===== src/sv/amrc_pkg.sv =====
// Package for the adaptive mutation-rate controller.
// Holds sizes, register indexes, the controller states and the control structs.
// No dependencies.
`default_nettype none
package amrc_pkg;

  // The history depth must be a power of two: the mean and the deviation are floor shifts.
  localparam int HIST_DEPTH = 16;
  localparam int HIST_AW    = $clog2(HIST_DEPTH);
  localparam int CNT_W      = $clog2(HIST_DEPTH + 1);
  localparam int FIT_W      = 32;
  localparam int SUM_W      = FIT_W + HIST_AW;
  localparam int RATE_W     = 16;
  localparam int LEN_W      = 16;
  localparam int THR_W      = 31;
  localparam int STAGE_W    = 18;
  localparam int CFG_IDX_W  = 3;
  localparam int CFG_DATA_W = 31;

  localparam logic [CFG_IDX_W-1:0] REG_BASE_RATE   = 3'd0;
  localparam logic [CFG_IDX_W-1:0] REG_STAGE_ONE   = 3'd1;
  localparam logic [CFG_IDX_W-1:0] REG_STAGE_TWO   = 3'd2;
  localparam logic [CFG_IDX_W-1:0] REG_STAGE_THREE = 3'd3;
  localparam logic [CFG_IDX_W-1:0] REG_STAGE_FOUR  = 3'd4;
  localparam logic [CFG_IDX_W-1:0] REG_STAGE_LEN   = 3'd5;
  localparam logic [CFG_IDX_W-1:0] REG_FULL_CYCLE  = 3'd6;
  localparam logic [CFG_IDX_W-1:0] REG_STALL_THR   = 3'd7;

  typedef enum logic [2:0] {
    ST_IDLE,
    ST_SUM,
    ST_SUM_END,
    ST_MEAN,
    ST_DEV,
    ST_DEV_END,
    ST_DECIDE,
    ST_DONE
  } state_t;

  typedef struct packed {
    logic [RATE_W-1:0] base_rate;
    logic [RATE_W-1:0] stage_one_rate;
    logic [RATE_W-1:0] stage_two_rate;
    logic [RATE_W-1:0] stage_three_rate;
    logic [RATE_W-1:0] stage_four_rate;
    logic [LEN_W-1:0]  stage_length;
    logic              full_cycle_mode;
    logic [THR_W-1:0]  stall_threshold;
  } cfg_t;

  typedef struct packed {
    logic accept;
    logic rd_issue;
    logic pass_dev;
    logic mean_ld;
    logic decide;
    logic out_ld;
  } cmd_t;

  typedef struct packed {
    logic hist_full;
    logic rd_last;
    logic out_free;
  } status_t;

endpackage
`default_nettype wire


===== src/sv/amrc_ram.sv =====
// Generic single-write, single-read RAM with registered read data.
// No dependencies.
`default_nettype none
module amrc_ram #(
  parameter int WIDTH = 32,
  parameter int DEPTH = 16
) (
  input  wire logic                     clk,
  input  wire logic                     we,
  input  wire logic [$clog2(DEPTH)-1:0] waddr,
  input  wire logic [WIDTH-1:0]         wdata,
  input  wire logic [$clog2(DEPTH)-1:0] raddr,
  output      logic [WIDTH-1:0]         rdata
);

  logic [WIDTH-1:0] mem [DEPTH];

  always_ff @(posedge clk) begin
    if (we) begin
      mem[waddr] <= wdata;
    end
    rdata <= mem[raddr];
  end

endmodule
`default_nettype wire


===== src/sv/amrc_ctrl.sv =====
// Sequencer for the mutation-rate controller: accept, two history passes and decide once full, hand off.
// Depends on amrc_pkg.
`default_nettype none
module amrc_ctrl (
  input  wire logic              clk,
  input  wire logic              rst,
  input  wire logic              in_valid,
  input  wire amrc_pkg::status_t status,
  output      amrc_pkg::cmd_t    cmd,
  output      logic              idle
);
  import amrc_pkg::*;

  state_t state;
  state_t state_next;

  always_ff @(posedge clk) begin
    if (rst) begin
      state <= ST_IDLE;
    end else begin
      state <= state_next;
    end
  end

  always_comb begin
    state_next = state;
    case (state)
      ST_IDLE: begin
        if (in_valid) begin
          state_next = status.hist_full ? ST_SUM : ST_DONE;
        end
      end
      ST_SUM: begin
        if (status.rd_last) begin
          state_next = ST_SUM_END;
        end
      end
      ST_SUM_END: state_next = ST_MEAN;
      ST_MEAN:    state_next = ST_DEV;
      ST_DEV: begin
        if (status.rd_last) begin
          state_next = ST_DEV_END;
        end
      end
      ST_DEV_END: state_next = ST_DECIDE;
      ST_DECIDE:  state_next = ST_DONE;
      ST_DONE: begin
        if (status.out_free) begin
          state_next = ST_IDLE;
        end
      end
      default:    state_next = ST_IDLE;
    endcase
  end

  always_comb begin
    cmd  = '0;
    idle = 1'b0;
    case (state)
      ST_IDLE: begin
        idle       = 1'b1;
        cmd.accept = in_valid;
      end
      ST_SUM:     cmd.rd_issue = 1'b1;
      ST_MEAN:    cmd.mean_ld = 1'b1;
      ST_DEV: begin
        cmd.rd_issue = 1'b1;
        cmd.pass_dev = 1'b1;
      end
      ST_DECIDE:  cmd.decide = 1'b1;
      ST_DONE:    cmd.out_ld = status.out_free;
      default:    cmd = '0;
    endcase
  end

endmodule
`default_nettype wire


===== src/sv/amrc_dpath.sv =====
// Datapath: ring pointers, mean and deviation accumulators, stage walk, output register.
// Depends on amrc_pkg; the history RAM sits outside.
`default_nettype none
module amrc_dpath (
  input  wire logic                              clk,
  input  wire logic                              rst,
  input  wire amrc_pkg::cmd_t                    cmd,
  input  wire amrc_pkg::cfg_t                    cfg,
  output      amrc_pkg::status_t                 status,
  output      logic [amrc_pkg::HIST_AW-1:0]      write_slot,
  output      logic [amrc_pkg::HIST_AW-1:0]      rd_idx,
  input  wire logic [amrc_pkg::FIT_W-1:0]        rd_data,
  output      logic                              out_valid,
  input  wire logic                              out_stall,
  output      logic [amrc_pkg::RATE_W-1:0]       mutation_rate,
  output      logic [amrc_pkg::FIT_W-1:0]        deviation,
  output      logic                              deviation_valid
);
  import amrc_pkg::*;

  logic [CNT_W-1:0]        gen_count;
  logic [STAGE_W-1:0]      stage_cnt;
  logic                    latched;
  logic                    rd_pend;
  logic                    rd_pass;
  logic signed [SUM_W-1:0] sum;
  logic signed [FIT_W-1:0] mean;
  logic [SUM_W-1:0]        acc;
  logic [RATE_W-1:0]       res_rate;
  logic [FIT_W-1:0]        res_dev;
  logic                    res_dv;

  logic                    hist_full;
  logic signed [FIT_W:0]   diff;
  logic [FIT_W:0]          diff_abs;
  logic [FIT_W-1:0]        dev;
  logic                    stalled;
  logic [STAGE_W-1:0]      len1;
  logic [STAGE_W-1:0]      len2;
  logic [STAGE_W-1:0]      len3;
  logic [STAGE_W-1:0]      len4;
  logic [STAGE_W-1:0]      cnt_inc;
  logic                    latch_eff;
  logic                    do_walk;
  logic [RATE_W-1:0]       rate_next;
  logic [STAGE_W-1:0]      stage_cnt_next;
  logic                    latched_next;

  assign hist_full       = (gen_count == CNT_W'(HIST_DEPTH));
  assign status.hist_full = hist_full;
  assign status.rd_last   = (rd_idx == HIST_AW'(HIST_DEPTH - 1));
  assign status.out_free  = !out_valid || !out_stall;

  assign diff     = {mean[FIT_W-1], mean} - {rd_data[FIT_W-1], rd_data};
  assign diff_abs = diff[FIT_W] ? (FIT_W + 1)'(-diff) : diff;
  assign dev      = FIT_W'(acc >> HIST_AW);
  assign stalled  = dev < {1'b0, cfg.stall_threshold};

  assign len1    = STAGE_W'(cfg.stage_length);
  assign len2    = len1 << 1;
  assign len3    = len2 + len1;
  assign len4    = len1 << 2;
  assign cnt_inc = stage_cnt + STAGE_W'(1);

  always_comb begin
    latch_eff      = cfg.full_cycle_mode && (latched || stalled);
    do_walk        = cfg.full_cycle_mode ? latch_eff : stalled;
    rate_next      = cfg.base_rate;
    stage_cnt_next = stage_cnt;
    latched_next   = cfg.full_cycle_mode ? latch_eff : latched;
    if (do_walk) begin
      if (stage_cnt >= len4) begin
        stage_cnt_next = '0;
        latched_next   = 1'b0;
      end else begin
        if (stage_cnt < len1) begin
          rate_next = cfg.stage_one_rate;
        end else if (stage_cnt < len2) begin
          rate_next = cfg.stage_two_rate;
        end else if (stage_cnt < len3) begin
          rate_next = cfg.stage_three_rate;
        end else begin
          rate_next = cfg.stage_four_rate;
        end
        if (cnt_inc == len4) begin
          stage_cnt_next = '0;
          latched_next   = 1'b0;
        end else begin
          stage_cnt_next = cnt_inc;
        end
      end
    end else if (!cfg.full_cycle_mode) begin
      stage_cnt_next = '0;
    end
  end

  always_ff @(posedge clk) begin
    if (rst) begin
      gen_count  <= '0;
      write_slot <= '0;
      stage_cnt  <= '0;
      latched    <= 1'b0;
      rd_pend    <= 1'b0;
      out_valid  <= 1'b0;
    end else begin
      rd_pend <= cmd.rd_issue;
      if (cmd.accept) begin
        write_slot <= (write_slot == HIST_AW'(HIST_DEPTH - 1)) ? '0
                                                                : write_slot + HIST_AW'(1);
        if (!hist_full) begin
          gen_count <= gen_count + CNT_W'(1);
        end
      end
      if (cmd.decide) begin
        stage_cnt <= stage_cnt_next;
        latched   <= latched_next;
      end
      if (cmd.out_ld) begin
        out_valid <= 1'b1;
      end else if (!out_stall) begin
        out_valid <= 1'b0;
      end
    end
  end

  always_ff @(posedge clk) begin
    rd_pass <= cmd.pass_dev;
    if (cmd.accept || cmd.mean_ld) begin
      rd_idx <= '0;
    end else if (cmd.rd_issue) begin
      rd_idx <= rd_idx + HIST_AW'(1);
    end
    if (cmd.accept) begin
      sum <= '0;
    end else if (rd_pend && !rd_pass) begin
      sum <= sum + SUM_W'(signed'(rd_data));
    end
    if (cmd.mean_ld) begin
      mean <= FIT_W'(sum >>> HIST_AW);
      acc  <= '0;
    end else if (rd_pend && rd_pass) begin
      acc <= acc + SUM_W'(diff_abs[FIT_W-1:0]);
    end
    if (cmd.accept && !hist_full) begin
      res_rate <= cfg.base_rate;
      res_dev  <= '0;
      res_dv   <= 1'b0;
    end else if (cmd.decide) begin
      res_rate <= rate_next;
      res_dev  <= dev;
      res_dv   <= 1'b1;
    end
    if (cmd.out_ld) begin
      mutation_rate   <= res_rate;
      deviation       <= res_dev;
      deviation_valid <= res_dv;
    end
  end

endmodule
`default_nettype wire


===== src/sv/adaptive_mutation_rate_controller_top.sv =====
// Top level of the adaptive mutation-rate controller: config registers and block wiring.
// Depends on amrc_pkg, amrc_ram, amrc_ctrl and amrc_dpath.
//
//   port group     dir   handshake             payload
//   input item     in    in_valid / in_stall   best_fitness
//   result item    out   out_valid / out_stall mutation_rate, deviation, deviation_valid
//   config write   in    cfg_write             cfg_index, cfg_data
//
// Until the history holds 16 generations an item skips the history passes; after that
// it makes two passes of 16 reads each through the single read port of the history RAM.
// The next item is taken while a result waits in the output register.
// Reset is synchronous and restores the register defaults; the history RAM is not cleared.
// A stalled result holds the sequencer in its last state once the next result is ready.
`default_nettype none
module adaptive_mutation_rate_controller_top (
  input  wire logic                                 clk,
  input  wire logic                                 rst,
  input  wire logic                                 in_valid,
  output      logic                                 in_stall,
  input  wire logic signed [amrc_pkg::FIT_W-1:0]    best_fitness,
  output      logic                                 out_valid,
  input  wire logic                                 out_stall,
  output      logic [amrc_pkg::RATE_W-1:0]          mutation_rate,
  output      logic [amrc_pkg::FIT_W-1:0]           deviation,
  output      logic                                 deviation_valid,
  input  wire logic                                 cfg_write,
  input  wire logic [amrc_pkg::CFG_IDX_W-1:0]       cfg_index,
  input  wire logic [amrc_pkg::CFG_DATA_W-1:0]      cfg_data
);
  import amrc_pkg::*;

  cfg_t               cfg;
  cmd_t               cmd;
  status_t            status;
  logic               idle;
  logic [HIST_AW-1:0] write_slot;
  logic [HIST_AW-1:0] rd_idx;
  logic [FIT_W-1:0]   rd_data;

  always_ff @(posedge clk) begin
    if (rst) begin
      cfg.base_rate        <= RATE_W'(1);
      cfg.stage_one_rate   <= RATE_W'(1);
      cfg.stage_two_rate   <= RATE_W'(2);
      cfg.stage_three_rate <= RATE_W'(5);
      cfg.stage_four_rate  <= RATE_W'(10);
      cfg.stage_length     <= LEN_W'(10);
      cfg.full_cycle_mode  <= 1'b1;
      cfg.stall_threshold  <= THR_W'(655);
    end else if (cfg_write) begin
      case (cfg_index)
        REG_BASE_RATE:   cfg.base_rate        <= cfg_data[RATE_W-1:0];
        REG_STAGE_ONE:   cfg.stage_one_rate   <= cfg_data[RATE_W-1:0];
        REG_STAGE_TWO:   cfg.stage_two_rate   <= cfg_data[RATE_W-1:0];
        REG_STAGE_THREE: cfg.stage_three_rate <= cfg_data[RATE_W-1:0];
        REG_STAGE_FOUR:  cfg.stage_four_rate  <= cfg_data[RATE_W-1:0];
        REG_STAGE_LEN:   cfg.stage_length     <= cfg_data[LEN_W-1:0];
        REG_FULL_CYCLE:  cfg.full_cycle_mode  <= cfg_data[0];
        REG_STALL_THR:   cfg.stall_threshold  <= cfg_data[THR_W-1:0];
        default:         cfg <= cfg;
      endcase
    end
  end

  assign in_stall = !idle;

  amrc_ram #(
    .WIDTH (FIT_W),
    .DEPTH (HIST_DEPTH)
  ) u_hist (
    .clk   (clk),
    .we    (cmd.accept),
    .waddr (write_slot),
    .wdata (best_fitness),
    .raddr (rd_idx),
    .rdata (rd_data)
  );

  amrc_ctrl u_ctrl (
    .clk      (clk),
    .rst      (rst),
    .in_valid (in_valid),
    .status   (status),
    .cmd      (cmd),
    .idle     (idle)
  );

  amrc_dpath u_dpath (
    .clk             (clk),
    .rst             (rst),
    .cmd             (cmd),
    .cfg             (cfg),
    .status          (status),
    .write_slot      (write_slot),
    .rd_idx          (rd_idx),
    .rd_data         (rd_data),
    .out_valid       (out_valid),
    .out_stall       (out_stall),
    .mutation_rate   (mutation_rate),
    .deviation       (deviation),
    .deviation_valid (deviation_valid)
  );

endmodule
`default_nettype wire

===== config.mk =====
export PLATFORM = sky130hd
export DESIGN_NAME = adaptive_mutation_rate_controller_top
export DESIGN_NICKNAME = d
export VERILOG_FILES = /design/src/sv/amrc_pkg.sv /design/src/sv/amrc_ram.sv /design/src/sv/amrc_ctrl.sv /design/src/sv/amrc_dpath.sv /design/src/sv/adaptive_mutation_rate_controller_top.sv
export SDC_FILE = /design/constraint.sdc
export NUM_CORES = 2
export LEC_CHECK = 0
export ABC_AREA = 1
export BUFFER_PORTS_ARGS = -buffer_cell sky130_fd_sc_hd__buf_2
export CAP_MARGIN = 40
export CORE_ASPECT_RATIO = 1.4
export CORE_MARGIN = 5
export CORE_UTILIZATION = 40
export CTS_CLUSTER_DIAMETER = 100
export DETAILED_ROUTE_END_ITERATION = 12
export GPL_TIMING_DRIVEN = 0
export PLACE_DENSITY = 0.6
export SYNTH_ARGS = -nofsm -noshare
export SYNTH_HDL_FRONTEND = slang
export SYNTH_HIERARCHICAL = 1
export SYNTH_SLANG_ARGS = --single-unit

===== constraint.sdc =====
create_clock -name clk -period 4 [get_ports clk]
set_input_delay 0.4 -clock clk [delete_from_list [all_inputs] [get_ports clk]]
set_output_delay 0.4 -clock clk [all_outputs]
set_load 0.005 [all_outputs]

==> flow_metrics.tcl <==
set metrics [dict create \
    status "finished, violations left" \
    violations "negative setup slack" \
    synthToLayoutAreaGrowth_pct 19.5 \
    synth_nets 6223 \
    cp-start-kind "register" \
    relSlewSlack_pct 36.3 \
    synth_xor_area_share_pct 1.61 \
    synth_top_family_by_area "simple AND/OR/NAND/NOR gates" \
    cpPeakStageDelay_ns 0.40 \
    insertion_delay_ns 0.72 \
    hold_path_class "in2reg" \
    gp_congestion 0.934 \
    cts_sinks 912 \
    initial_core_util_pct 40.2 \
    dieArea_um2 128000 \
    synth-simple-area-share_pct 27.0 \
    powerDensity_nw_per_um2 822 \
    most-common-layout-cells "1,544 x nand2_1, 877 x inv_1, 642 x nand3_1" \
    drc 0 \
    netlist_area_um2 48500 \
    cp.arrival_ns 4.77 \
    r2r-end "u_dpath/acc[33]" \
    grtUsageTotal_pct 22.4 \
    rsz0062_at_grt "yes" \
    rr_startpoint "u_dpath/mean[0]" \
    postRouteAntennaNets 0 \
    antenna_found_initial 6 \
    vias 40400 \
    cellLeakagePower_nw 25.6 \
    ys_warn_count 6 \
    drv_slew 0 \
    drtIter0Drc 2858 \
    io_buffers 121 \
    synth_top_cell_by_area "edfxtp_1" \
    finalSetupViolCount 17 \
    synth_ff_type "edfxtp_1" \
    die_width_um 304 \
    synth_area_leaders "edfxtp_1 38%, nand2_1 13%, dfxtp_1 13%" \
    setup_ws_ns -0.180 \
    grt_max_degree 31 \
    grt_pass1_vias 39500 \
    grt_pass1_wl_um 224000 \
    crit_slowest_cell "ha_1" \
    syn_inst 5931 \
    rr_worst_depth 26 \
    h-tree-depth 3 \
    whs_path_depth 5 \
    period_share_pct 104 \
    ir_worst_vdd_v 0.000609 \
    cts_tree "built" \
    clk_pin_slew_ns 0.06 \
    drive_above_1_share_pct 15.5 \
    final_common_cell "nand2_1" \
    clockBufferDepth 3 \
    io_pins 122 \
    die_h_um 422 \
    finalCoreUtilization_pct 48.0 \
    hold_start "cfg_data[19]" \
    rows 151 \
    drtPass1Iterations 6 \
    drt-total-wl_um 150000 \
    synth_seq_area_share_pct 50.2 \
    r2r_slack_ns -0.18 \
    postSynthAreaPerCell_um2 8.18 \
    fin_crit_ns 4.18 \
    synth_seq_cells 912 \
    synth_fa_ha_area_share_pct 5.76 \
    synth.area.mux_share_pct 0 \
    numCtsBuffers 93 \
    min_to "cfg[19]" \
    fmax_mhz 239 \
    cp_data_required_time_ns 4.59 \
    finalHoldViolCount 0 \
    netlist.area_leader.share_pct 37.7 \
    cp_common_cell "buf_4" \
    cp-end-kind "register" \
    viasPerCell 5.07 \
    critical_path_class "reg2reg" \
    skew_ns 0.0479 \
    nets 6585 \
    synth-edff-count 609 \
    post_drt_wl_per_cell_um 18.8 \
    synthArstFlopShare_pct 0 \
    dp_hpwl_um 109000 \
    synth-compound-area-share_pct 5.96 \
    cp_max_fo 4 \
    cap_violations 0 \
    tightest_slew_ns 0.956 \
    core_um2 121000 \
    cts_root_buf "clkbuf_16" \
    overflow 0 \
    ys_types 55 \
    whs_ns 0.0448 \
]
cell type report:
class,count,area [um^2]
tap,1606,2010
multi-input combinational,3916,21600
inverter,902,3400
clock inverter,61,702
clock buffer,109,2450
fill,11300,62800
sequential,912,24400
antenna,4,10.0
timing repair buffer,265,2180
buffer,203,1240
per-stage QoR:
step	instances	power (mW)	cell area (um^2)	TNS (ns)	worst slack, ns
final	7978	47.7	58000	-1.91	-0.180
after global routing	7974	50.7	57900	-8.08	-0.479
after CTS	7927	44.7	56600	-0.774	-0.122
after detailed placement	7683	31.9	51800	-39.94	-1.19
after global placement	7658	31.6	51100	-738.64	-1.73
after floorplan	5931	25.9	48500	0	0.00596
flip-flops by register name, summed over array words and instances, names as in the netlist:
signal / cells
u_dpath/rd_idx: 4
u_dpath/res_dev: 32
u_dpath/latched: 1
cfg: 128
u_dpath/write_slot: 4
u_dpath/deviation_valid: 1
u_dpath/rd_pass: 1
u_dpath/res_dv: 1
u_dpath/gen_count: 5
u_dpath/stage_cnt: 18
u_dpath/out_valid: 1
u_hist/rdata: 32
u_dpath/deviation: 32
u_dpath/mean: 32
u_dpath/mutation_rate: 16
u_dpath/sum: 36
u_dpath/acc: 36
u_hist/mem: 512
u_dpath/rd_pend: 1
u_dpath/res_rate: 16
u_ctrl/state: 3
metal layers:
metal,routed length (um),GRT usage [%]
met4,8080,10.9
met5,13,0
met1,56600,24.6
met3,8020,3.24
met2,77600,42.1
report_power, final:
group	switching [mW]	total [mW]	internal (mW)
clock	3.84	8.92	5.08
combinational	16.6	26.7	10.1
sequential	0.937	12.0	11.1
worst max-delay path by stage:
| stage | startpoint | end | slack, ns | depth (start not counted) |
|---|---|---|---|---|
| 3_3_place_gp | in_valid | u_hist/mem[8][27] | -1.73 | 5 |
| 5_1_grt | u_dpath/mean[0] | u_dpath/acc[29] | -0.48 | 30 |
| 4_1_cts | u_dpath/mean[0] | u_dpath/acc[33] | -0.12 | 26 |
| 2_1_floorplan | u_dpath/mean[0] | u_dpath/acc[21] | 0.006 | 27 |
| 6_report | u_dpath/mean[0] | u_dpath/acc[33] | -0.18 | 26 |
| 3_5_place_dp | u_hist/rdata[0] | u_dpath/acc[21] | -1.19 | 27 |
logic make-up (layout without fill, tap and decap cells):
family | Yosys count | after routing
AND/OR/NAND/NOR | 3093 | 3095
buffers and inverters | 1105 | 1540
flip-flops | 912 | 912
AO/OA/AOI/OAI | 515 | 515
adder cells (fa/ha/maj) | 221 | 221
XOR/XNOR | 85 | 85
other | 0 | 4
cell usage after synthesis, types with 3 or more instances:
| master | count |
|---|---|
| nand3_1 | 678 |
| o221ai_1 | 6 |
| nor2_2 | 19 |
| dfxtp_1 | 303 |
| fa_1 | 4 |
| a21boi_0 | 11 |
| buf_1 | 19 |
| nor2_4 | 10 |
| buf_2 | 71 |
| nand2_4 | 4 |
| a21oi_2 | 13 |
| o211ai_1 | 21 |
| or2_2 | 9 |
| nor2_1 | 599 |
| buf_4 | 15 |
| ha_1 | 217 |
| nand2_2 | 23 |
| o21ai_2 | 3 |
| o21a_1 | 8 |
| buf_6 | 37 |
| clkbuf_1 | 60 |
| inv_1 | 889 |
| o21ai_0 | 158 |
| nor3_1 | 26 |
| nand3_2 | 18 |
| edfxtp_1 | 609 |
| xor2_1 | 60 |
| a211oi_1 | 5 |
| a21o_1 | 12 |
| o21ai_1 | 10 |
| nand4_1 | 54 |
| a221oi_1 | 5 |
| inv_2 | 8 |
| o21bai_1 | 16 |
| clkinv_1 | 3 |
| xnor2_1 | 22 |
| nand2_1 | 1624 |
| a31oi_1 | 11 |
| and3_1 | 5 |
| nand3b_1 | 13 |
| nor4_1 | 3 |
| a21oi_1 | 233 |
what timing repair did:
action / 4_1_cts / 5_1_grt
pin swaps: 72 / 125
gates resized for setup: 276 / 229
endpoints found under the hold margin: 26 / 0
endpoints found under the setup margin: 49 / 45
setup buffers: 52 / 44
hold buffers: 19 / 0
gates cloned: 3 / 3
critical path: cells and delay by family (launching register included):
| kind | cells | cell delay (ns) |
|---|---|---|
| DFF | 1 | 0.34 |
| AOI/OAI and AO/OA | 1 | 0.04 |
| buffers and inverters | 6 | 0.61 |
| xor gates and xnor gates | 1 | 0.14 |
| and+or+nand+nor | 15 | 2.03 |
| adders and majority gates | 3 | 0.93 |
Power figures use the tool's default switching activity.
